$ cat src/design/assert_macros.svh
// ---------------------------------------------------------------------------
// Assertion macros for the frame transmitter RTL, included by orft_core.
// Both macros expect signals named clock and reset in the enclosing scope.
// ---------------------------------------------------------------------------
`ifndef ASSERT_MACROS_SVH
`define ASSERT_MACROS_SVH

// Property must hold at every clock edge outside reset.
`define ORFT_ASSERT(lbl, prop, msg) \
   lbl: assert property (@(posedge clock) disable iff (reset) (prop)) else $error(msg);

// Condition must never be true at a clock edge outside reset.
`define ORFT_NEVER(lbl, cond, msg) \
   lbl: assert property (@(posedge clock) disable iff (reset) !(cond)) else $error(msg);

`endif

$ cat src/design/orft_pkg.sv
`timescale 1ns / 1ps
// ---------------------------------------------------------------------------
// orft_pkg
// Types and constants shared by the OOK remote frame transmitter.
// ---------------------------------------------------------------------------
package orft_pkg;

   localparam int TICK_W   = 12;
   localparam int REPEAT_W = 8;
   localparam int REMOTE_W = 16;
   localparam int KEY_W    = 7;
   localparam int FRAME_W  = REMOTE_W + KEY_W;
   localparam int CSR_IDX_W  = 2;
   localparam int CSR_DATA_W = TICK_W;

   localparam logic [4:0] FRAME_BITS = 5'(FRAME_W);

   localparam logic [TICK_W-1:0]   PREAMBLE_RESET = 12'd525;
   localparam logic [TICK_W-1:0]   ZERO_RESET     = 12'd120;
   localparam logic [TICK_W-1:0]   ONE_RESET      = 12'd315;
   localparam logic [REPEAT_W-1:0] REPEAT_RESET   = 8'd150;

   typedef enum logic {
      OP_TICK  = 1'b0,
      OP_START = 1'b1
   } opcode_type;

   typedef enum logic [CSR_IDX_W-1:0] {
      CSR_PREAMBLE = 2'd0,
      CSR_ZERO     = 2'd1,
      CSR_ONE      = 2'd2,
      CSR_REPEAT   = 2'd3
   } csr_index_type;

   typedef struct packed {
      logic [TICK_W-1:0]   preamble_ticks;
      logic [TICK_W-1:0]   zero_ticks;
      logic [TICK_W-1:0]   one_ticks;
      logic [REPEAT_W-1:0] repeat_count;
   } cfg_type;

   typedef struct packed {
      opcode_type          opcode;
      logic [REMOTE_W-1:0] remote_id;
      logic [KEY_W-1:0]    key_id;
   } req_item_type;

   typedef struct packed {
      logic pin_level;
      logic busy_res;
      logic start_ignored;
   } rsp_item_type;

endpackage

$ cat src/design/orft_if.sv
`timescale 1ns / 1ps
// ---------------------------------------------------------------------------
// orft_if
// Valid/ready channels of the frame transmitter: request and response.
// ---------------------------------------------------------------------------
interface orft_req_if;
   import orft_pkg::*;

   logic                valid;
   logic                ready;
   opcode_type          opcode;
   logic [REMOTE_W-1:0] remote_id;
   logic [KEY_W-1:0]    key_id;

   modport source (output valid, output opcode, output remote_id, output key_id,
                   input ready);
   modport sink   (input valid, input opcode, input remote_id, input key_id,
                   output ready);
endinterface

interface orft_rsp_if;
   logic valid;
   logic ready;
   logic pin_level;
   logic busy_res;
   logic start_ignored;

   modport source (output valid, output pin_level, output busy_res,
                   output start_ignored, input ready);
   modport sink   (input valid, input pin_level, input busy_res,
                   input start_ignored, output ready);
endinterface

$ cat src/design/ook_remote_frame_transmitter.sv
`timescale 1ns / 1ps
// ---------------------------------------------------------------------------
// ook_remote_frame_transmitter
// Drives an on-off-keyed remote pin: preamble, 23 frame bits, repeats.
// ---------------------------------------------------------------------------
//  Channel | Dir | Transfer when        | Payload
//  req_ch  | in  | valid && ready       | opcode, remote_id, key_id
//  rsp_ch  | out | valid && ready       | pin_level, busy_res, start_ignored
//  csr_*   | in  | csr_write            | csr_index, csr_wdata
//
//  One item per cycle sustained while the response side accepts; a result passes
//  from its request transfer through the request register, then a sequencer step
//  into the response register, before it is presented.
//  The sequencer state advances only when an item moves into the response register.
//  A stalled response holds the request register; req_ch.ready drops only then.
//  Synchronous reset clears the pipeline and sequencer and reloads register defaults.
// ---------------------------------------------------------------------------
module ook_remote_frame_transmitter (
   input  logic                            clock,
   input  logic                            reset,
   orft_req_if.sink                        req_ch,
   orft_rsp_if.source                      rsp_ch,
   input  logic                            csr_write,
   input  logic [orft_pkg::CSR_IDX_W-1:0]  csr_index,
   input  logic [orft_pkg::CSR_DATA_W-1:0] csr_wdata
);
   import orft_pkg::*;

   cfg_type      cfg;
   req_item_type req_item;
   rsp_item_type step_result;

   logic         req_valid_ff, req_valid_in;
   req_item_type req_item_ff;
   logic         rsp_valid_ff, rsp_valid_in;
   rsp_item_type rsp_item_ff;

   logic         req_take;
   logic         advance;

   orft_csr u_csr (
      .clock     (clock),
      .reset     (reset),
      .csr_write (csr_write),
      .csr_index (csr_index),
      .csr_wdata (csr_wdata),
      .cfg       (cfg)
   );

   orft_core u_core (
      .clock  (clock),
      .reset  (reset),
      .step   (advance),
      .item   (req_item_ff),
      .cfg    (cfg),
      .result (step_result)
   );

   assign req_item.opcode    = req_ch.opcode;
   assign req_item.remote_id = req_ch.remote_id;
   assign req_item.key_id    = req_ch.key_id;

   // move the held request on when the response slot is free or draining
   assign advance      = req_valid_ff && (!rsp_valid_ff || rsp_ch.ready);
   assign req_ch.ready = !req_valid_ff || advance;
   assign req_take     = req_ch.valid && req_ch.ready;

   assign req_valid_in = req_take || (req_valid_ff && !advance);
   assign rsp_valid_in = advance || (rsp_valid_ff && !rsp_ch.ready);

   always_ff @(posedge clock) begin
      if (reset) begin
         req_valid_ff <= 1'b0;
         rsp_valid_ff <= 1'b0;
      end else begin
         req_valid_ff <= req_valid_in;
         rsp_valid_ff <= rsp_valid_in;
      end
      if (req_take) begin
         req_item_ff <= req_item;
      end
      if (advance) begin
         rsp_item_ff <= step_result;
      end
   end

   assign rsp_ch.valid         = rsp_valid_ff;
   assign rsp_ch.pin_level     = rsp_item_ff.pin_level;
   assign rsp_ch.busy_res      = rsp_item_ff.busy_res;
   assign rsp_ch.start_ignored = rsp_item_ff.start_ignored;

endmodule

$ cat src/design/orft_csr.sv
`timescale 1ns / 1ps
// ---------------------------------------------------------------------------
// orft_csr
// Timing and repeat registers, written through a plain write port.
// ---------------------------------------------------------------------------
module orft_csr (
   input  logic                                clock,
   input  logic                                reset,
   input  logic                                csr_write,
   input  logic [orft_pkg::CSR_IDX_W-1:0]      csr_index,
   input  logic [orft_pkg::CSR_DATA_W-1:0]     csr_wdata,
   output orft_pkg::cfg_type                   cfg
);
   import orft_pkg::*;

   cfg_type cfg_ff;
   cfg_type cfg_in;

   always_comb begin
      cfg_in = cfg_ff;
      if (csr_write) begin
         case (csr_index_type'(csr_index))
            CSR_PREAMBLE: cfg_in.preamble_ticks = csr_wdata[TICK_W-1:0];
            CSR_ZERO:     cfg_in.zero_ticks     = csr_wdata[TICK_W-1:0];
            CSR_ONE:      cfg_in.one_ticks      = csr_wdata[TICK_W-1:0];
            CSR_REPEAT:   cfg_in.repeat_count   = csr_wdata[REPEAT_W-1:0];
            default:      cfg_in = cfg_ff;
         endcase
      end
   end

   always_ff @(posedge clock) begin
      if (reset) begin
         cfg_ff.preamble_ticks <= PREAMBLE_RESET;
         cfg_ff.zero_ticks     <= ZERO_RESET;
         cfg_ff.one_ticks      <= ONE_RESET;
         cfg_ff.repeat_count   <= REPEAT_RESET;
      end else begin
         cfg_ff <= cfg_in;
      end
   end

   assign cfg = cfg_ff;

endmodule

$ cat src/design/orft_core.sv
`timescale 1ns / 1ps
`include "assert_macros.svh"
// ---------------------------------------------------------------------------
// orft_core
// Frame sequencer: preamble, bit timing and repeat counting, one item a step.
// ---------------------------------------------------------------------------
module orft_core (
   input  logic                   clock,
   input  logic                   reset,
   input  logic                   step,
   input  orft_pkg::req_item_type item,
   input  orft_pkg::cfg_type      cfg,
   output orft_pkg::rsp_item_type result
);
   import orft_pkg::*;

   typedef enum logic [1:0] {
      PH_IDLE  = 2'd0,
      PH_PRE   = 2'd1,
      PH_BIT   = 2'd2,
      PH_ZERO2 = 2'd3
   } phase_type;

   phase_type            phase_ff,        phase_in;
   logic                 level_ff,        level_in;
   logic [FRAME_W-1:0]   frame_ff,        frame_in;
   logic [4:0]           bits_left_ff,    bits_left_in;
   logic [REPEAT_W-1:0]  repeats_left_ff, repeats_left_in;
   logic [TICK_W-1:0]    tick_ff,         tick_in;

   logic                 bit_done;
   logic                 ignored;
   logic [TICK_W-1:0]    tick_inc;
   logic [4:0]           bits_dec;
   logic [REPEAT_W-1:0]  repeats_dec;

   assign tick_inc    = tick_ff + 1'b1;
   assign bits_dec    = bits_left_ff - 1'b1;
   assign repeats_dec = repeats_left_ff - 1'b1;

   always_comb begin
      phase_in        = phase_ff;
      level_in        = level_ff;
      frame_in        = frame_ff;
      bits_left_in    = bits_left_ff;
      repeats_left_in = repeats_left_ff;
      tick_in         = tick_ff;
      bit_done        = 1'b0;
      ignored         = 1'b0;

      if (step) begin
         if (item.opcode == OP_START) begin
            if (phase_ff != PH_IDLE) begin
               ignored = 1'b1;
            end else if (cfg.repeat_count != '0) begin
               frame_in        = {item.remote_id, item.key_id};
               repeats_left_in = cfg.repeat_count;
               bits_left_in    = '0;
               level_in        = 1'b0;
               phase_in        = PH_PRE;
               tick_in         = '0;
            end
         end else begin
            case (phase_ff)
               PH_PRE: begin
                  tick_in = tick_inc;
                  if (tick_inc >= cfg.preamble_ticks) begin
                     level_in     = 1'b0;
                     phase_in     = PH_BIT;
                     bits_left_in = FRAME_BITS;
                     tick_in      = '0;
                  end
               end
               PH_BIT: begin
                  tick_in = tick_inc;
                  if (frame_ff[FRAME_W-1]) begin
                     if (tick_inc >= cfg.one_ticks) begin
                        level_in = ~level_ff;
                        bit_done = 1'b1;
                     end
                  end else if (tick_inc >= cfg.zero_ticks) begin
                     phase_in = PH_ZERO2;
                     tick_in  = '0;
                  end
               end
               PH_ZERO2: begin
                  tick_in = tick_inc;
                  if (tick_inc >= cfg.zero_ticks) begin
                     bit_done = 1'b1;
                  end
               end
               default: begin
                  tick_in = tick_ff;
               end
            endcase

            // rotate so the frame is back in place for the next repeat
            if (bit_done) begin
               frame_in     = {frame_ff[FRAME_W-2:0], frame_ff[FRAME_W-1]};
               tick_in      = '0;
               phase_in     = PH_BIT;
               bits_left_in = bits_dec;
               if (bits_dec == '0) begin
                  repeats_left_in = repeats_dec;
                  if (repeats_dec == '0) begin
                     phase_in = PH_IDLE;
                     level_in = 1'b0;
                  end else begin
                     phase_in = PH_PRE;
                  end
               end
            end
         end
      end
   end

   always_comb begin
      case (phase_in)
         PH_PRE:   result.pin_level = 1'b1;
         PH_BIT:   result.pin_level = level_in;
         PH_ZERO2: result.pin_level = ~level_in;
         default:  result.pin_level = 1'b0;
      endcase
      result.busy_res      = (phase_in != PH_IDLE);
      result.start_ignored = ignored;
   end

   always_ff @(posedge clock) begin
      if (reset) begin
         phase_ff        <= PH_IDLE;
         level_ff        <= 1'b0;
         frame_ff        <= '0;
         bits_left_ff    <= '0;
         repeats_left_ff <= '0;
         tick_ff         <= '0;
      end else begin
         phase_ff        <= phase_in;
         level_ff        <= level_in;
         frame_ff        <= frame_in;
         bits_left_ff    <= bits_left_in;
         repeats_left_ff <= repeats_left_in;
         tick_ff         <= tick_in;
      end
   end

   `ORFT_NEVER(a_idle_no_repeats, (phase_ff == PH_IDLE) && (repeats_left_ff != '0), "repeats left while idle")
   `ORFT_NEVER(a_bit_has_bits, ((phase_ff == PH_BIT) || (phase_ff == PH_ZERO2)) && (bits_left_ff == '0), "bit phase with no bits left")
   `ORFT_NEVER(a_pre_has_repeats, (phase_ff == PH_PRE) && (repeats_left_ff == '0), "preamble with no repeats left")
   `ORFT_ASSERT(a_ignored_start_holds, step && (item.opcode == OP_START) && (phase_ff != PH_IDLE) |=> $stable(frame_ff) && $stable(phase_ff) && $stable(tick_ff), "start while busy changed state")

endmodule

$ cat src/flat_wrapper.sv
// flat-port wrapper written by rule: the top's interface ports become plain ports
module ook_remote_frame_transmitter_flat import orft_pkg::*;
  (clock, reset, csr_write, csr_index, csr_wdata, req_ch_valid, req_ch_opcode, req_ch_remote_id, req_ch_key_id, req_ch_ready, rsp_ch_valid, rsp_ch_pin_level, rsp_ch_busy_res, rsp_ch_start_ignored, rsp_ch_ready);
  orft_req_if req_ch_i ();
  orft_rsp_if rsp_ch_i ();
  input  logic clock;
  input  logic reset;
  input  logic csr_write;
  input  logic [orft_pkg::CSR_IDX_W-1:0] csr_index;
  input  logic [orft_pkg::CSR_DATA_W-1:0] csr_wdata;
  input wire logic [$bits(req_ch_i.valid)-1:0] req_ch_valid;
  input wire logic [$bits(req_ch_i.opcode)-1:0] req_ch_opcode;
  input wire logic [$bits(req_ch_i.remote_id)-1:0] req_ch_remote_id;
  input wire logic [$bits(req_ch_i.key_id)-1:0] req_ch_key_id;
  output wire logic [$bits(req_ch_i.ready)-1:0] req_ch_ready;
  output wire logic [$bits(rsp_ch_i.valid)-1:0] rsp_ch_valid;
  output wire logic [$bits(rsp_ch_i.pin_level)-1:0] rsp_ch_pin_level;
  output wire logic [$bits(rsp_ch_i.busy_res)-1:0] rsp_ch_busy_res;
  output wire logic [$bits(rsp_ch_i.start_ignored)-1:0] rsp_ch_start_ignored;
  input wire logic [$bits(rsp_ch_i.ready)-1:0] rsp_ch_ready;
  assign req_ch_i.valid = req_ch_valid;
  assign req_ch_i.opcode = req_ch_opcode;
  assign req_ch_i.remote_id = req_ch_remote_id;
  assign req_ch_i.key_id = req_ch_key_id;
  assign req_ch_ready = req_ch_i.ready;
  assign rsp_ch_valid = rsp_ch_i.valid;
  assign rsp_ch_pin_level = rsp_ch_i.pin_level;
  assign rsp_ch_busy_res = rsp_ch_i.busy_res;
  assign rsp_ch_start_ignored = rsp_ch_i.start_ignored;
  assign rsp_ch_i.ready = rsp_ch_ready;
  ook_remote_frame_transmitter u_core (.clock(clock), .reset(reset), .req_ch(req_ch_i), .rsp_ch(rsp_ch_i), .csr_write(csr_write), .csr_index(csr_index), .csr_wdata(csr_wdata));
endmodule
$ cat config.mk
export PLATFORM = sky130hd
export DESIGN_NAME = ook_remote_frame_transmitter_flat
export DESIGN_NICKNAME = d
export VERILOG_FILES = /design/src/design/orft_pkg.sv /design/src/design/orft_if.sv /design/src/design/ook_remote_frame_transmitter.sv /design/src/design/orft_csr.sv /design/src/design/orft_core.sv /design/src/flat_wrapper.sv
export VERILOG_INCLUDE_DIRS = /design/src /design/src/design
export SDC_FILE = /design/constraint.sdc
export NUM_CORES = 1
export LEC_CHECK = 0
export BUFFER_PORTS_ARGS = -buffer_cell sky130_fd_sc_hd__buf_2
export CORE_MARGIN = 2
export CORE_UTILIZATION = 60
export DETAILED_ROUTE_END_ITERATION = 10
export GPL_TIMING_DRIVEN = 0
export PLACE_DENSITY = 0.8
export SETUP_SLACK_MARGIN = 0.02
export SYNTH_ARGS = -nofsm -noshare
export SYNTH_HDL_FRONTEND = slang
export SYNTH_SLANG_ARGS = --single-unit
$ cat constraint.sdc
create_clock -name clock -period 4.9 [get_ports clock]
set_clock_uncertainty 0.1 [all_clocks]
set_input_delay 0.245 -clock clock [delete_from_list [all_inputs] [get_ports clock]]
set_output_delay 0.245 -clock clock [all_outputs]
set_load 0.05 [all_outputs]
== Word level (Yosys, flattened, before mapping) ==
Cells that the tools add are included.

* Input port bits: 43
* Register bits after elaboration: 124

* Equal/unequal tests: 11
* $add $sub $neg: 3
* Reduce and logical (&&, ||, !) cells: 31
* Mux-type cells: 53
* Bitwise logic cells: 2
* $lt $le $gt $ge: 3

{| class="wikitable"
|+ Operators with widths
! operator !! number
|-
| $mux 23 || 4
|-
| $mux 12 || 7
|-
| $mux 8 || 5
|-
| $ge 12x12->1 || 3
|-
| $pmux 12 s3 || 1
|-
| $mux 5 || 6
|-
| $mux 2 || 9
|-
| $mux 1 || 17
|-
| $add 12x1->12 const B || 1
|-
| $eq 2x2->1 const B || 6
|-
| $reduce_and 5->1 || 2
|-
| $logic_not 8->1 || 1
|-
| $reduce_and 2->1 || 4
|-
| $reduce_and 4->1 || 2
|-
| $reduce_bool 2->1 || 4
|-
| $reduce_bool 8->1 || 1
|-
| $sub 8x1->8 const B || 1
|-
| $eq 2x1->1 const B || 3
|-
| $reduce_bool 3->1 || 2
|-
| $logic_not 5->1 || 1
|-
| $reduce_bool 5->1 || 1
|-
| $sub 5x1->5 const B || 1
|-
| $logic_and 1x1->1 || 4
|-
| $logic_not 1->1 || 4
|-
| other kinds (7) || 13
|}

== Longest topological paths before layout ==
* Depth in word-level cells: 12
* Depth in mapped cells: 16
* Mapped depth without buffers: 15

== Modules after synthesis ==
From an unflattened synthesis, not the netlist that was laid out.

* Cell total of the unflattened synthesis: 667
* Area, all modules: 6525.0 um2

{| class="wikitable"
|+ Modules (own cells, without submodules)
! module !! seq. area each (um2) !! cells each !! instances !! area an instance (um2)
|-
| orft_core || 1021.0 || 454 || 1 || 3802.4
|-
| orft_csr || 880.8 || 176 || 1 || 1808.0
|-
| ook_remote_frame_transmitter || 850.8 || 37 || 1 || 914.6
|}

== Least setup slack after synthesis ==
No wires, ideal clock.

* Path kind: reg2reg
* From: register u_core.u_core.tick_ff[0]
* To: register u_core.rsp_item_ff, in the netlist u_core.rsp_ch.pin_level (data pin)
* Path slack: 1110 ps
* Period minus slack after synthesis: 3790 ps
* Path buffers: 1
* Cell stages (with the launch flop): 17
* Required time: 4535 ps
* Arrival time: 3425 ps
* Cells stage by stage: dfxtp_1 -> ha_1 -> nand3_1 -> nor2_1 -> and3_1 -> nand3_1 -> xnor2_1 -> ha_1 -> a21oi_1 -> a21boi_0 -> a211oi_1 -> o221a_1 -> buf_6 -> o221ai_1 -> o2bb2ai_1 -> nor2_1 -> xnor2_1

{| class="wikitable"
|+ RTL lines
! what !! RTL line !! text
|-
| start, declared || orft_core.sv:29 || <nowiki>logic [TICK_W-1:0] tick_ff, tick_in;</nowiki>
|-
| start signal, assigned || orft_core.sv:142 || <nowiki>tick_ff <= tick_in;</nowiki>
|-
| end signal, assigned || ook_remote_frame_transmitter.sv:83 || <nowiki>rsp_item_ff <= step_result;</nowiki>
|-
| end, declared || ook_remote_frame_transmitter.sv:36 || <nowiki>rsp_item_type rsp_item_ff;</nowiki>
|}

== Final worst setup path ==
* From: register u_core.u_core.tick_ff[0]
* To: register u_core.u_core.tick_ff[6]

* Cells in the longest elaborated chain, start to end: 9
* Elaborated cells on any way between the ends: 18
* Those cells by class: 1 x add/sub; 3 x order compare; 12 x mux; 2 x reduce/logical

{| class="wikitable"
|+ Ends and longest elaborated chain
! what !! RTL line !! text
|-
| $add 12x1->12 * || orft_core.sv:37 || <nowiki>assign tick_inc = tick_ff + 1'b1;</nowiki>
|-
| $ge 12x12->1 || orft_core.sv:77 || <nowiki>if (tick_inc >= cfg.one_ticks) begin</nowiki>
|-
| $mux 1 || orft_core.sv:77 ||
|-
| $mux 1 || orft_core.sv:76 || <nowiki>if (frame_ff[FRAME_W-1]) begin</nowiki>
|-
| $pmux 1 s2 || orft_core.sv:64 || <nowiki>case (phase_ff)</nowiki>
|-
| $mux 1 || orft_core.sv:52 || <nowiki>if (item.opcode == OP_START) begin</nowiki>
|-
| $mux 1 || orft_core.sv:51 || <nowiki>if (step) begin</nowiki>
|-
| $reduce_bool 5->1 (no line) / $mux 12 (equally long branches) || -- ||
|-
| $reduce_and 4->1 (no line) / $mux 12 (equally long branches) || -- ||
|}

Mark *: on every way between the ends. The rest lies on a longest branch, timed or not. The select of a mux whose other input is x is not followed.
A chain may end at the register's enable or synchronous reset.

==> reports/summary.md <==
The run finished with clean final reports. The fraction of the yosys area taken by sequential cells is 43.36%. The min-delay analysis places its worst path in the category input port to flip-flop. The run gives 0.9026 as the global placer's final weighted congestion.

For this run, the leading register cell type out of synthesis is sky130_fd_sc_hd__dfxtp_1. The tools report the synthesized net count as 799. The total routing resource utilization after global routing came out at 31.06%. By area the synthesized netlist is led by sky130_fd_sc_hd__dfxtp_1 (31%), sky130_fd_sc_hd__edfxtp_1 (13%), sky130_fd_sc_hd__ha_1 (8.9%).

The clock-pin slew on the worst setup and hold paths is 0.06 ns, and the maximum clock frequency is 0.2175 GHz. Port buffering added 46 buffers. The logs give 0.08471 ns for the final hold slack and 4 for the level count of the clock H-tree. For the pin with the worst max-slew slack, the measured transition is 1.152 ns. The critical path is of the flip-flop to flip-flop type. The run gives 0.01142 mm2 as the die area. The smallest clock period supported by the final layout is computed as 4.598 ns. The number of sinks handled by clock tree synthesis is 124, and the largest voltage drop on the vdd net is 0.3115 mV. Along the worst hold path, the cell count comes to 4. For the data arrival time of the worst path, the log shows 4.94 ns. Of all cell types, the one taking the most synthesized area is sky130_fd_sc_hd__dfxtp_1. For the final count of pins violating max slew, the log shows 0. The net count of the finished layout is 906. The insertion delay of the later-clocked pin in the worst-skew pair is 0.53 ns, and the number of iterations in the first detailed-routing pass is 5. Setup violations remaining at the end of the flow were counted as 0. The final routed wire length divided by cell count is 17.94 um, and the fraction of registers with async set/reset is 0%.

The run gives 0 as the total global routing overflow. The post-synthesis sequential element count works out to 124. STA classifies the critical path startpoint as a flip-flop. The worst setup path is captured at a flip-flop. The commonest non-fill, non-tap cell in the layout was sky130_fd_sc_hd__nand2_1. CTS placed an instance of sky130_fd_sc_hd__clkbuf_8 at the clock tree root. The die is 106.9 um tall. Setup repair after global routing left no endpoint under its margin.

The total area inside the core boundary comes to 0.01028 mm2. The synthesized design contains 27 enable-type register cells. The number of CTS-inserted buffers is 17, and the count of boundary I/O pins is 48. TritonCTS built the clock tree. A synthesized cell averages 8.929 um2.

The logs give 61.77% for the initial core utilization and 25 for the pin count of the biggest net entering global routing. The die width was 106.9 um; the total power density per cell area was 341.1 mW/mm2. In the layout the commonest cells are sky130_fd_sc_hd__nand2_1 (123), sky130_fd_sc_hd__dfxtp_1 (97), sky130_fd_sc_hd__a21oi_1 (56). Counting every instance in the synthesized netlist gives 711.

In the routed design, unresolved DRC markers number 0. In this run the worst setup path begins at u_core.u_core.tick_ff[0]$_SDFFE_PP0P_. The number of different library cells used by synthesis comes to 63.

Of the cells placed in the final design, the portion with a size suffix greater than 1 is 12.88%. The first global-routing pass estimated 27.52 mm of wire. The half-perimeter wire length after placement was 11.38 mm; the worst-case headroom to the max-slew limit was 23.18%. The run gives 0 as the max-cap check violation count. The final critical path takes up 93.84% of the cycle. The top cell type's share of synthesized area works out to 30.59%. Cells fill 75.68% of the core in the end. The number of global-route vias before repair was 5695. The repair_antennas step left the layout with diodes totalling 0. The tools report the buffer depth of the longest clock path as 2. The total vias in the final route was 5766; the leakage power total was 3.163 nW.

Summing every instance area after synthesis gives 0.006349 mm2. The worst register-to-register path begins at u_core.u_core.tick_ff[0]$_SDFFE_PP0P_. The final-report hold violation count is 0. The first routing iteration left 411 violations.

The largest fanout on the critical path was 10; the row count was 37. The detail route stage leaves a number of antenna-violating nets equal to 0. The logic depth of the worst register-to-register path is 15. Compared with the post-synthesis result, the final layout area differs by 22.51%. Yosys printed 0 warnings. The launch point of the worst hold path was csr_index[1]. Data on the critical path is required at its endpoint by 5.24 ns. The number of antenna violations at the first check in global routing was 0; the average vias per placed instance was 5.963. Aggregate routed wire length: 17.34 mm.
## critical path, stage by stage (launching register included)
cell	delay [ns]
sky130_fd_sc_hd__dfxtp_1	0.50
sky130_fd_sc_hd__ha_1	0.29
sky130_fd_sc_hd__nand3_1	0.20
sky130_fd_sc_hd__nor2_1	0.25
sky130_fd_sc_hd__and3_1	0.26
sky130_fd_sc_hd__nand3_1	0.15
sky130_fd_sc_hd__xnor2_2	0.29
sky130_fd_sc_hd__ha_1	0.32
sky130_fd_sc_hd__a21oi_1	0.17
sky130_fd_sc_hd__a21boi_0	0.14
sky130_fd_sc_hd__a211oi_2	0.43
sky130_fd_sc_hd__o221ai_1	0.37
sky130_fd_sc_hd__a211oi_4	0.40
sky130_fd_sc_hd__buf_2	0.30
sky130_fd_sc_hd__o21ai_0	0.13
sky130_fd_sc_hd__a21oi_1	0.18
## cells by family (layout without fill, tap and decap cells)
family	count (synthesis)	count (layout)	synth area share [%]
simple gates	257	257	18.84
fa+ha+maj	45	45	8.869
compound gates	163	163	16.85
flops	124	124	43.36
buf+inv	81	201	5.912
mux	25	25	3.961
xor+xnor	16	16	2.207
## power by group
group	total, mW	internal [mW]	switching [mW]	leakage (nW)
sequential	1.12	1.09	0.0275	1.05
combinational	0.282	0.115	0.166	1.83
clock	1.25	0.776	0.475	0.279
## area by class of cell
| class | count | area, um2 |
|---|---|---|
| fillers | 705 | 2500 |
| flip-flops and latches | 124 | 2753 |
| plain buffers | 34 | 198.9 |
| clock buffers | 18 | 417.9 |
| well taps | 136 | 170.2 |
| clock inverters | 14 | 170.2 |
| repair buffers | 88 | 643.1 |
| inverters | 47 | 176.4 |
| multi-input cells | 506 | 3248 |
## state kept, by name, indices dropped and copies added, names as in the netlist
register,count
u_core.u_core.repeats_left_ff,8
u_core.req_valid_ff,1
u_core.u_core.level_ff,1
u_core.rsp_ch.pin_level,1
u_core.rsp_ch.start_ignored,1
u_core.rsp_ch.valid,1
u_core.u_core.tick_ff,12
u_core.rsp_ch.busy_res,1
u_core.u_core.frame_ff,23
u_core.u_csr.cfg,44
u_core.u_core.bits_left_ff,5
u_core.u_core.phase_ff,2
u_core.req_item_ff,24
## Yosys cell counts (all sizes together) (18+ instances only)
cell type	count
a31oi	18
mux2i	24
nor2	46
edfxtp	27
a21oi	57
dfxtp	97
clkbuf	27
nand3	28
ha	45
nand2	123
a211oi	29
inv	46
## stage by stage
step	cell area (um2)	power, mW	instances	TNS (ns)	setup WS [ns]
after floorplan	6349	1.305	711	0	1.110
after CTS	7732	2.647	964	0	0.02655
final	7777	2.653	967	0	0.3019
after detailed placement	6749	1.385	893	-1.226	-0.1587
after global routing	7777	2.731	967	0	0.003006
after global placement	6749	1.373	893	0	0.06803
## repair_timing
action / 4_1_cts / 5_1_grt
resized for setup: 1 / 3
hold buffers: 39 / 0
hold endpoints to repair: 71 / 0
buffers inserted: 0 / 3
setup endpoints to repair: 10 / 17
pin swaps: 0 / 2
## path summary, 6_finish.rpt
check	slack [ns]	endpoint
hold / removal	0.08	u_core.u_csr.cfg[36]$_SDFFE_PP0P_
setup reg to reg	0.30	u_core.u_core.tick_ff[6]$_SDFFE_PP0P_
hold reg to reg	0.36	u_core.u_csr.cfg[18]$_SDFFE_PP0P_
setup / recovery	0.30	u_core.u_core.tick_ff[6]$_SDFFE_PP0P_
## layer usage
layer	global-route usage (%)	vias to the layer above	share of wire (%)	wire [um]
met5	0	-	0	0
met4	12.43	0	2.6	458
met3	6.687	45	6.1	1062
met2	53.69	241	50	8704
met1	37.65	2741	41	7119
li1	-	2739	-	-
No activity file was read; power rests on OpenSTA's default activity.
